### config.mk
export PLATFORM = sky130hd
export DESIGN_NAME = counting_fingerprint_bucket
export DESIGN_NICKNAME = d
export VERILOG_FILES = /design/src/sv/cfb_pkg.sv /design/src/sv/counting_fingerprint_bucket.sv
export SDC_FILE = /design/constraint.sdc
export NUM_CORES = 1
export LEC_CHECK = 0
export BUFFER_PORTS_ARGS = -buffer_cell sky130_fd_sc_hd__buf_4
export CAP_MARGIN = 0
export CORE_AREA = 3 3 139 141
export CTS_CLUSTER_SIZE = 10
export DETAILED_ROUTE_END_ITERATION = 8
export DIE_AREA = 0 0 142 144
export MAX_ROUTING_LAYER = met4
export PLACE_DENSITY_LB_ADDON = 0.2
export SLEW_MARGIN = 20
export SYNTH_ARGS = -nofsm -noshare
export SYNTH_HDL_FRONTEND = slang
export SYNTH_SLANG_ARGS = --single-unit
### constraint.sdc
create_clock -name clock -period 6.32 [get_ports clock]
set_input_delay 0.632 -clock clock [delete_from_list [all_inputs] [get_ports clock]]
set_output_delay 0.632 -clock clock [all_outputs]
set_load 0.01 [all_outputs]
### src/sv/cfb_pkg.sv
// Package for the counting fingerprint bucket: sizes, request codes and sequencer states.
// Used by counting_fingerprint_bucket; depends on nothing else.
package cfb_pkg;

   localparam int SLOTS   = 4;
   localparam int FP_BITS = 15;

   localparam int SLOT_W = (SLOTS > 1) ? $clog2(SLOTS) : 1;
   localparam int OCC_W  = $clog2(SLOTS + 1);
   localparam int SUM_W  = $clog2(SLOTS * 255 + 1);

   localparam logic [7:0] CNT_MAX     = 8'd255;
   localparam int         CNT_OUT_MAX = 1023;
   localparam int         OCC_OUT_MAX = 7;

   typedef enum logic [2:0] {
      REQ_INSERT = 3'd0,
      REQ_REMOVE = 3'd1,
      REQ_COUNT  = 3'd2,
      REQ_EVICT  = 3'd3,
      REQ_PLACE  = 3'd4
   } req_code_type;

   typedef enum logic [2:0] {
      ST_IDLE,
      ST_INS_TOP,
      ST_INS_FILL,
      ST_REMOVE,
      ST_COUNT,
      ST_SLOT,
      ST_DONE
   } state_type;

endpackage

### src/sv/counting_fingerprint_bucket.sv
// Top level of the counting fingerprint bucket: slot store, slot sequencer and result register.
// Depends on cfb_pkg for sizes, request codes and state encoding.
//
//   group  dir  tdata (lowest bit up)                                  tuser
//   req_   in   fingerprint[14:0] count_in[30:15] slot_index[32:31]    req_type[2:0]
//   rsp_   out  remaining[15:0] found[16] fingerprint_out[31:17]       none
//                count_out[41:32] occupied_slots[44:42]
//
// One word is taken at a time. Insert walks the slots twice (top-up, then fill); remove
// and count walk the slots once, remove stopping at its first match; evict and place visit
// only the addressed slot. One slot is visited per cycle by the shared min/subtract and
// compare unit. The synchronous reset empties all slots at once. A finished result waits
// in the output register while the next word is accepted; the sequencer only stalls in
// its last state if that register is still full.
module counting_fingerprint_bucket
   import cfb_pkg::*;
(
   input  logic        clock,
   input  logic        reset,
   input  logic        req_tvalid,
   output logic        req_tready,
   input  logic [39:0] req_tdata,   // fingerprint, count_in, slot_index, zero fill
   input  logic [2:0]  req_tuser,   // req_type
   output logic        rsp_tvalid,
   input  logic        rsp_tready,
   output logic [47:0] rsp_tdata    // remaining, found, fingerprint_out, count_out,
                                    // occupied_slots, zero fill
);

   // Slot store. A slot is empty when its count is zero; its fingerprint is then zero too.
   logic [FP_BITS-1:0] slot_fp_ff  [SLOTS];
   logic [7:0]         slot_cnt_ff [SLOTS];

   state_type          state_ff, state_in;
   req_code_type       op_ff;
   logic [SLOT_W-1:0]  idx_ff, idx_in;
   logic               slot_ok_ff;
   logic [FP_BITS-1:0] fp_ff;
   logic [15:0]        copies_ff, copies_in;
   logic [SUM_W-1:0]   sum_ff, sum_in;
   logic               found_ff, found_in;
   logic [FP_BITS-1:0] fpo_ff, fpo_in;
   logic [7:0]         cnto_ff, cnto_in;
   logic [OCC_W-1:0]   occ_ff, occ_in;
   logic               rsp_valid_ff;
   logic [47:0]        rsp_data_ff;

   logic               accept;
   logic               last_slot;
   logic [FP_BITS-1:0] cur_fp;
   logic [7:0]         cur_cnt;
   logic               cur_match;
   logic [7:0]         limit;
   logic [7:0]         take;
   logic [15:0]        left;
   logic               wr_en;
   logic [FP_BITS-1:0] wr_fp;
   logic [7:0]         wr_cnt;
   logic               out_free;
   logic [9:0]         cnt_field;
   logic [2:0]         occ_field;
   logic [14:0]        req_fp;
   logic [15:0]        req_count;
   logic [1:0]         req_slot;
   req_code_type       req_code;

   assign req_fp    = req_tdata[14:0];
   assign req_count = req_tdata[30:15];
   assign req_slot  = req_tdata[32:31];
   assign req_code  = req_code_type'(req_tuser);

   assign req_tready = (state_ff == ST_IDLE);
   assign accept     = req_tvalid && req_tready;
   assign out_free   = !rsp_valid_ff || rsp_tready;
   assign last_slot  = (idx_ff == SLOT_W'(SLOTS - 1));

   // The slot under the sequencer's index.
   assign cur_fp    = slot_fp_ff[idx_ff];
   assign cur_cnt   = slot_cnt_ff[idx_ff];
   assign cur_match = (cur_cnt != 8'd0) && (cur_fp == fp_ff);

   // Shared unit: copies that fit under the limit, and what is left over.
   // During the top-up pass the limit is the room left in a matching slot.
   assign limit = (state_ff == ST_INS_TOP) ? (CNT_MAX - cur_cnt) : CNT_MAX;
   assign take  = (copies_ff < {8'd0, limit}) ? copies_ff[7:0] : limit;
   assign left  = copies_ff - {8'd0, take};

   // Next state.
   always_comb begin
      state_in = state_ff;
      case (state_ff)
         ST_IDLE: begin
            if (accept) begin
               case (req_code)
                  REQ_INSERT: state_in = ST_INS_TOP;
                  REQ_REMOVE: state_in = ST_REMOVE;
                  REQ_COUNT:  state_in = ST_COUNT;
                  REQ_EVICT:  state_in = ST_SLOT;
                  REQ_PLACE:  state_in = ST_SLOT;
                  default:    state_in = ST_DONE;
               endcase
            end
         end
         ST_INS_TOP:  if (last_slot) state_in = ST_INS_FILL;
         ST_INS_FILL: if (last_slot) state_in = ST_DONE;
         ST_REMOVE:   if (cur_match || last_slot) state_in = ST_DONE;
         ST_COUNT:    if (last_slot) state_in = ST_DONE;
         ST_SLOT:     state_in = ST_DONE;
         ST_DONE:     if (out_free) state_in = ST_IDLE;
         default:     state_in = ST_IDLE;
      endcase
   end

   // Datapath: slot write, working registers and result fields.
   always_comb begin
      wr_en     = 1'b0;
      wr_fp     = cur_fp;
      wr_cnt    = cur_cnt;
      idx_in    = idx_ff;
      copies_in = copies_ff;
      sum_in    = sum_ff;
      found_in  = found_ff;
      fpo_in    = fpo_ff;
      cnto_in   = cnto_ff;
      occ_in    = occ_ff;
      case (state_ff)
         ST_IDLE: begin
            idx_in = '0;
         end
         ST_INS_TOP: begin
            if (copies_ff != 16'd0 && cur_match && cur_cnt != CNT_MAX) begin
               wr_en     = 1'b1;
               wr_cnt    = cur_cnt + take;
               copies_in = left;
            end
            idx_in = last_slot ? '0 : idx_ff + SLOT_W'(1);
         end
         ST_INS_FILL: begin
            if (copies_ff != 16'd0 && cur_cnt == 8'd0) begin
               wr_en     = 1'b1;
               wr_fp     = fp_ff;
               wr_cnt    = take;
               copies_in = left;
               occ_in    = occ_ff + OCC_W'(1);
            end
            idx_in = idx_ff + SLOT_W'(1);
         end
         ST_REMOVE: begin
            if (cur_match) begin
               wr_en    = 1'b1;
               found_in = 1'b1;
               fpo_in   = cur_fp;
               if (cur_cnt == 8'd1) begin
                  wr_fp  = '0;
                  wr_cnt = 8'd0;
                  occ_in = occ_ff - OCC_W'(1);
               end else begin
                  wr_cnt = cur_cnt - 8'd1;
               end
            end
            idx_in = idx_ff + SLOT_W'(1);
         end
         ST_COUNT: begin
            if (cur_match) sum_in = sum_ff + SUM_W'(cur_cnt);
            idx_in = idx_ff + SLOT_W'(1);
         end
         ST_SLOT: begin
            if (slot_ok_ff) begin
               wr_en = 1'b1;
               if (op_ff == REQ_EVICT) begin
                  fpo_in  = cur_fp;
                  cnto_in = cur_cnt;
                  wr_fp   = '0;
                  wr_cnt  = 8'd0;
                  if (cur_cnt != 8'd0) occ_in = occ_ff - OCC_W'(1);
               end else begin
                  wr_cnt    = take;
                  wr_fp     = (take != 8'd0) ? fp_ff : '0;
                  copies_in = left;
                  if (cur_cnt == 8'd0 && take != 8'd0) occ_in = occ_ff + OCC_W'(1);
                  if (cur_cnt != 8'd0 && take == 8'd0) occ_in = occ_ff - OCC_W'(1);
               end
            end
         end
         default: begin
         end
      endcase
   end

   // Count field: a query's sum, or the evicted slot's count; saturated to ten bits.
   always_comb begin
      if (op_ff == REQ_COUNT) begin
         cnt_field = (32'(sum_ff) > CNT_OUT_MAX) ? 10'(CNT_OUT_MAX) : 10'(sum_ff);
      end else begin
         cnt_field = {2'd0, cnto_ff};
      end
      occ_field = (32'(occ_ff) > OCC_OUT_MAX) ? 3'(OCC_OUT_MAX) : 3'(occ_ff);
   end

   always_ff @(posedge clock) begin
      if (reset) begin
         state_ff     <= ST_IDLE;
         occ_ff       <= '0;
         rsp_valid_ff <= 1'b0;
         for (int i = 0; i < SLOTS; i++) begin
            slot_fp_ff[i]  <= '0;
            slot_cnt_ff[i] <= 8'd0;
         end
      end else begin
         state_ff <= state_in;
         occ_ff   <= occ_in;
         if (wr_en) begin
            slot_fp_ff[idx_ff]  <= wr_fp;
            slot_cnt_ff[idx_ff] <= wr_cnt;
         end
         if (state_ff == ST_DONE && out_free) begin
            rsp_valid_ff <= 1'b1;
         end else if (rsp_tready) begin
            rsp_valid_ff <= 1'b0;
         end
      end
   end

   // Working registers and the result word carry no reset.
   always_ff @(posedge clock) begin
      if (accept) begin
         op_ff      <= req_code;
         fp_ff      <= FP_BITS'(req_fp);
         copies_ff  <= (req_code == REQ_INSERT || req_code == REQ_PLACE) ? req_count : 16'd0;
         idx_ff     <= (req_code == REQ_EVICT || req_code == REQ_PLACE) ?
                       SLOT_W'(req_slot) : '0;
         slot_ok_ff <= (32'(req_slot) < SLOTS);
         sum_ff     <= '0;
         found_ff   <= 1'b0;
         fpo_ff     <= '0;
         cnto_ff    <= 8'd0;
      end else begin
         idx_ff    <= idx_in;
         copies_ff <= copies_in;
         sum_ff    <= sum_in;
         found_ff  <= found_in;
         fpo_ff    <= fpo_in;
         cnto_ff   <= cnto_in;
      end
      if (state_ff == ST_DONE && out_free) begin
         rsp_data_ff <= {3'd0, occ_field, cnt_field, 15'(fpo_ff), found_ff, copies_ff};
      end
   end

   assign rsp_tvalid = rsp_valid_ff;
   assign rsp_tdata  = rsp_data_ff;

   // Checks on the slot store and the sequencer.
   logic [SLOTS-1:0] slot_busy;
   logic [SLOTS-1:0] stray_fp;

   always_comb begin
      for (int i = 0; i < SLOTS; i++) begin
         slot_busy[i] = (slot_cnt_ff[i] != 8'd0);
         stray_fp[i]  = (slot_cnt_ff[i] == 8'd0) && (slot_fp_ff[i] != '0);
      end
   end

   a_occ_tracks_store: assert property (@(posedge clock) disable iff (reset)
      32'(occ_ff) == $countones(slot_busy))
      else $error("occupancy counter disagrees with the slot store");

   a_empty_slot_clean: assert property (@(posedge clock) disable iff (reset)
      stray_fp == '0)
      else $error("an empty slot holds a nonzero fingerprint");

   a_accept_starts_work: assert property (@(posedge clock) disable iff (reset)
      accept |=> state_ff != ST_IDLE)
      else $error("an accepted word did not start the sequencer");

endmodule
==> Yosys cells after proc, flatten, opt, wreduce, memory -nomap -nowiden <==
Memory sizes are Yosys's and may differ from the RTL's. A register that Yosys moved wholly into a read port is not among the register bits.
Index checks and enable logic that the tools add are counted.
{ "totals": {"mem_count": 2, "wordCells": 153, "reg_bits": 122, "output_inout_bits": 50, "inputBits": 47, "mem_bits_rw": 92} }
{ "mem_list": {"columns": ["name", "words", "width", "read_ports", "rd_clocked_by_memory_dff", "write_ports", "line_no", "text"], "rows": [
  ["slot_fp_ff", 4, 15, 1, 1, 4, "counting_fingerprint_bucket.sv:31", "logic [FP_BITS-1:0] slot_fp_ff [SLOTS];"],
  ["slot_cnt_ff", 4, 8, 1, 1, 4, "counting_fingerprint_bucket.sv:32", "logic [7:0] slot_cnt_ff [SLOTS];"]
]} }
{ "op_classes": {"eq_ne": 30, "mux": 62, "reduce_logical": 37, "n_addsub": 8, "magnitude_cmp": 1} }
{ "ops": {"columns": ["cell", "n"], "rows": [
  ["two-way mux 15 bit", 8],
  ["two-way mux 16 bit", 5],
  ["two-way mux 8 bit", 9],
  ["one-hot mux 16 bit (3 select lines)", 1],
  ["one-hot mux 15 bit (3 select lines)", 1],
  ["two-way mux 3 bit", 12],
  ["one-hot mux 8 bit (4 select lines)", 1],
  ["one-hot mux 15 bit (2 select lines)", 1],
  ["== test 3 x 2 -> 1 bit (second input constant)", 6],
  ["one-hot mux 3 bit (6 select lines)", 1],
  ["logical NOT 8 bit", 2],
  ["< comparator 16 x 8 -> 1 bit", 1],
  ["nonzero test 16 bit", 1],
  ["nonzero test 8 bit", 2],
  ["subtractor 16 x 8 -> 16 bit", 1],
  ["== test 15 bit", 1],
  ["OR reduction 15 bit", 1],
  ["two-way mux 2 bit", 7],
  ["!= test 2 bit (second input constant)", 7],
  ["== test 3 bit (second input constant)", 4],
  ["two-way mux 1 bit", 12],
  ["one-hot mux 3 bit (4 select lines)", 1],
  ["adder 10 x 8 -> 10 bit", 1],
  ["!= test 3 bit (second input constant)", 3],
  ["31 further kinds", 49]
]} }

==> Logic depth before layout (Yosys ltp) <==
{ "depth": {"word_depth": 11, "mapped_depth": 25, "depth_no_buf": 22} }

==> Worst setup path after synthesis <==
Ideal clock, no wire load.
{ "synth_path": {"path_kind": "reg2reg", "start": "reg with a tool-made name", "end": "reg copies_ff[10] (data pin)", "required_ns": 6.052, "setup_ns": 0.268, "path_buffers": 3, "path_stages_with_launch": 25, "arrival_time_ns": 4.716, "period_less_slack_ns": 4.983, "slack_ns": 1.337, "cell_sequence": "dfxtp_1 > buf_6 > buf_12 > mux4_2 > nand2_1 > inv_1 > ha_1 > and4_1 > o211ai_1 > a2111oi_2 > a21o_1 > buf_4 > nor2_1 > a31oi_1 > ha_1 > fa_1 > nor2b_1 > o21ai_0 > a21boi_0 > o21ai_0 > a21boi_0 > o21ai_0 > nor4b_1 > xnor2_1 > o21ai_0"} }
{ "synth_rtl": {"columns": ["item", "line_no", "text"], "rows": [
  ["end signal, assigned", "counting_fingerprint_bucket.sv:229", "copies_ff <= (req_code == REQ_INSERT || req_code == REQ_PLACE) ? req_count : 16'd0;"],
  ["end signal, assigned", "counting_fingerprint_bucket.sv:239", "copies_ff <= copies_in;"],
  ["end, declared", "counting_fingerprint_bucket.sv:39", "logic [15:0] copies_ff, copies_in;"]
]} }

==> flow_metrics.tcl <==
set metrics [dict create \
    status "finished, final reports clean" \
    p_sw_frac 0.3428 \
    rsz0062_at_grt "false" \
    path_common_cell "o21ai_0" \
    power_density_mw_per_mm2 385.7 \
    fin_worst_skew_ps 13.07 \
    dp_hpwl_mm 16.52 \
    setup-violations-final 0 \
    ctsHtreeMaxLevel 1 \
    clkTransAtPathRegs_ps 60 \
    place_area_sq_mm 0.01175 \
    synth_cells 932 \
    io_buffers 86 \
    finalWirelength_mm 24.50 \
    track_usage 0.2490 \
    hold_path_class "in -> reg" \
    ys_seq_elements 216 \
    antenna_found_initial 0 \
    cp.required_ps 6560 \
    cap_viol_max_count 0 \
    grt_pass1_wl_mm 38.99 \
    clockBufferDepth 3 \
    dp.cells 1224 \
    nets 1107 \
    synth_top_flop_cell "edfxtp_1" \
    cts_buffers 26 \
    num_antenna_cells 0 \
    wl_per_cell_um 19.27 \
    seqPwrFrac 0.410 \
    synth_area_sq_mm 0.01092 \
    cp_cell_sequence "mux4_2 > nand2_1 > inv_1 > ha_1 > and4_1 > o211ai_1 > a2111oi_2 > a21o_2 > nor2_1 > a31oi_1 > ha_1 > fa_1 > nor2b_1 > o21ai_0 > a21boi_0 > o21ai_0 > a21boi_0 > o21ai_0 > nor4b_1 > xnor2_1 > o21ai_0" \
    drc_errors 0 \
    p_switching_w 0.001653 \
    async_flop_share 0 \
    hold_slack_ps 283.6 \
    combPwrFrac 0.315 \
    fp.dieW_um 142 \
    fin_crit_ps 5694 \
    fillCellCount 1305 \
    slew_headroom 0.3942 \
    grt_pass1_vias 7315 \
    yosysUniqueCellTypes 78 \
    maxClockFrequency_mhz 175.6 \
    root_buffer "clkbuf_16" \
    yosysWarnings 0 \
    instances_no_fill 1271 \
    crit_path_end_kind "flop" \
    fp.dieArea_sq_mm 0.02045 \
    tightest_slew_ps 906.1 \
    ys_seq_area_frac 0.5546 \
    layout_worst_path_cycle_share 0.9009 \
    multi_input_comb_area_sq_mm 0.004492 \
    drive_gt1_frac 0.1881 \
    clock_power_share 0.274 \
    critPathMaxFanout 14 \
    cts_tree "built" \
    slowest_delay_ps 650 \
    fp.dieH_um 144 \
    finalPower_w 0.004823 \
    p_leak_nw 4.672 \
    area_growth_pct 14.51 \
    critPathKind "reg -> reg" \
    finalSetupTns_ps 0 \
    start_kind "flop" \
    drtIter0Drc 629 \
    start_util 0.6037 \
    overflow 0 \
    seqCellArea_sq_mm 0.006057 \
    io_pins 97 \
    cp.arrival_ps 5940 \
    first_pass_iters 5 \
    vias 7574 \
    viasPerCell 5.959 \
    rows 49 \
    internal-power_w 0.003170 \
    post-route-cell-area_sq_mm 0.01250 \
    hold_viol_final 0 \
    cts_num_sinks 216 \
    gp_routability_congestion 0.9138 \
    slowest_stage "mux4_2" \
    core_sq_mm 0.01809 \
    clock_latency_ps 530 \
    report.final.slew_viol_count 0 \
    syn_area_per_cell_sq_um 11.72 \
    peakVddDrop_mv 0.2577 \
    synth-edff-count 173 \
    grt_max_degree 69 \
    drtAntennaViolNets 0 \
]
[timing repair]
| item | CTS | global route |
|---|---|---|
| buffers inserted | 0 | 0 |
| hold buffers | 0 | 0 |
| setup endpoints to repair | 0 | 3 |
| resized for setup | 0 | 2 |
[power groups by stage]
stage	Clock, W	Combinational (W)	Sequential (W)
floorplan	0	0.00112	0.00194
global placement	0	0.00147	0.00200
detailed placement	0	0.00150	0.00200
CTS	0.00134	0.00151	0.00198
global route	0.00140	0.00167	0.00200
finish	0.00132	0.00152	0.00198
[critical path, delay by kind of cell (launching register included)]
kind,cells,cell delay (ps)
buf+inv,1,80
compound gates,10,2400
mux,1,650
simple gates,5,890
fa+ha+maj,3,770
xor+xnor,1,160
flops,1,480
[placed cells by master (no fill, tap or decap), types with 6 or more instances in the layout]
cell         n
dfxtp_1     42
ha_1        34
edfxtp_1   173
mux2_2      12
a21boi_0     6
buf_4      104
nor4_1       7
xor2_1      25
a211oi_1     7
a21oi_1     47
nor2b_1     14
clkbuf_16   26
mux4_2      22
nor3b_1      6
o21ai_0     34
nor2_1     111
nor3_1      18
mux2i_1     21
clkbuf_1    18
nand2b_1    10
inv_1       36
xnor2_1     18
nand3_1     10
and2_1      34
nand2_1     90
a22oi_1      8
[kinds of logic after synthesis]
logic type | after synthesis | share of synthesized area
AND/OR/NAND/NOR | 342 | 0.1568
flip-flops | 216 | 0.5546
AO/OA/AOI/OAI | 158 | 0.09580
buffers and inverters | 80 | 0.03655
multiplexers | 55 | 0.07700
XOR/XNOR | 43 | 0.03449
adder cells (fa/ha/maj) | 37 | 0.04446
other | 1 | 0.0003434
[metrics by stage]
stage                 util  setup slack [ps]
finish              0.6913             626.3
global route        0.6913             154.1
CTS                 0.6908             448.6
detailed placement  0.6495             515.2
global placement    0.6495             643.3
floorplan                -              1337
[flip-flops by register name, summed over array words and instances (netlist names), named ones only]
signal,count
slot_fp_ff,60
rsp_tdata,45
slot_cnt_ff,32
copies_ff,16
fp_ff,15
fpo_ff,15
sum_ff,10
cnto_ff,8
occ_ff,3
op_ff,3
state_ff,3
idx_ff,2
found_ff,1
rsp_tvalid,1
[cell usage after synthesis (all sizes together) (6+ instances only)]
cell type	count	share of area
mux4	22	0.045
nor3	21	0.011
o211ai	6	0.0046
mux2i	21	0.019
nor2b	14	0.0080
nor3b	9	0.0076
and2	34	0.019
nor2	112	0.039
xnor2	18	0.014
ha	34	0.039
clkbuf	20	0.0069
nand3	12	0.0071
a21oi	48	0.022
a22oi	8	0.0055
mux2	12	0.012
nand2b	10	0.0057
a21boi	6	0.0041
inv	36	0.012
o21ai	34	0.016
edfxtp	173	0.48
nor4	8	0.0060
nand2	91	0.032
a21o	8	0.0057
xor2	25	0.020
a211oi	8	0.0060
dfxtp	43	0.079
buf	23	0.017
[area by class of cell]
cell class / count / area share
clock buffer: 44 / 0.05744
timing repair buffer: 104 / 0.06244
inverter: 37 / 0.01111
tap: 229 / 0.02292
clock inverter: 3 / 0.002402
sequential: 216 / 0.4844
multi-input combinational: 638 / 0.3593
[final timing paths]
path / start / endpoint / slack [ps] / cells past startpoint
worst max-delay path: flop / copies_ff[10]$_DFFE_PP_ / 630 / 21
worst min-delay path: req_tdata[13] / fp_ff[13]$_DFFE_PP_ / 280 / 1
worst max register to register: flop / copies_ff[10]$_DFFE_PP_ / 630 / 21
worst min register to register: found_ff$_SDFFE_PP0P_ / rsp_tdata[16]$_DFFE_PP_ / 420 / 0
[per-layer routing]
metal  up-vias  global-route usage  routed length (um)
met5         -                   -                   0
met4         0             0.06364                 564
met3        62             0.04167                1956
met2       295              0.3856               11310
met1      3641              0.3479               10670
li1       3576                   -                   -
No activity file was read; power rests on OpenSTA's default activity.
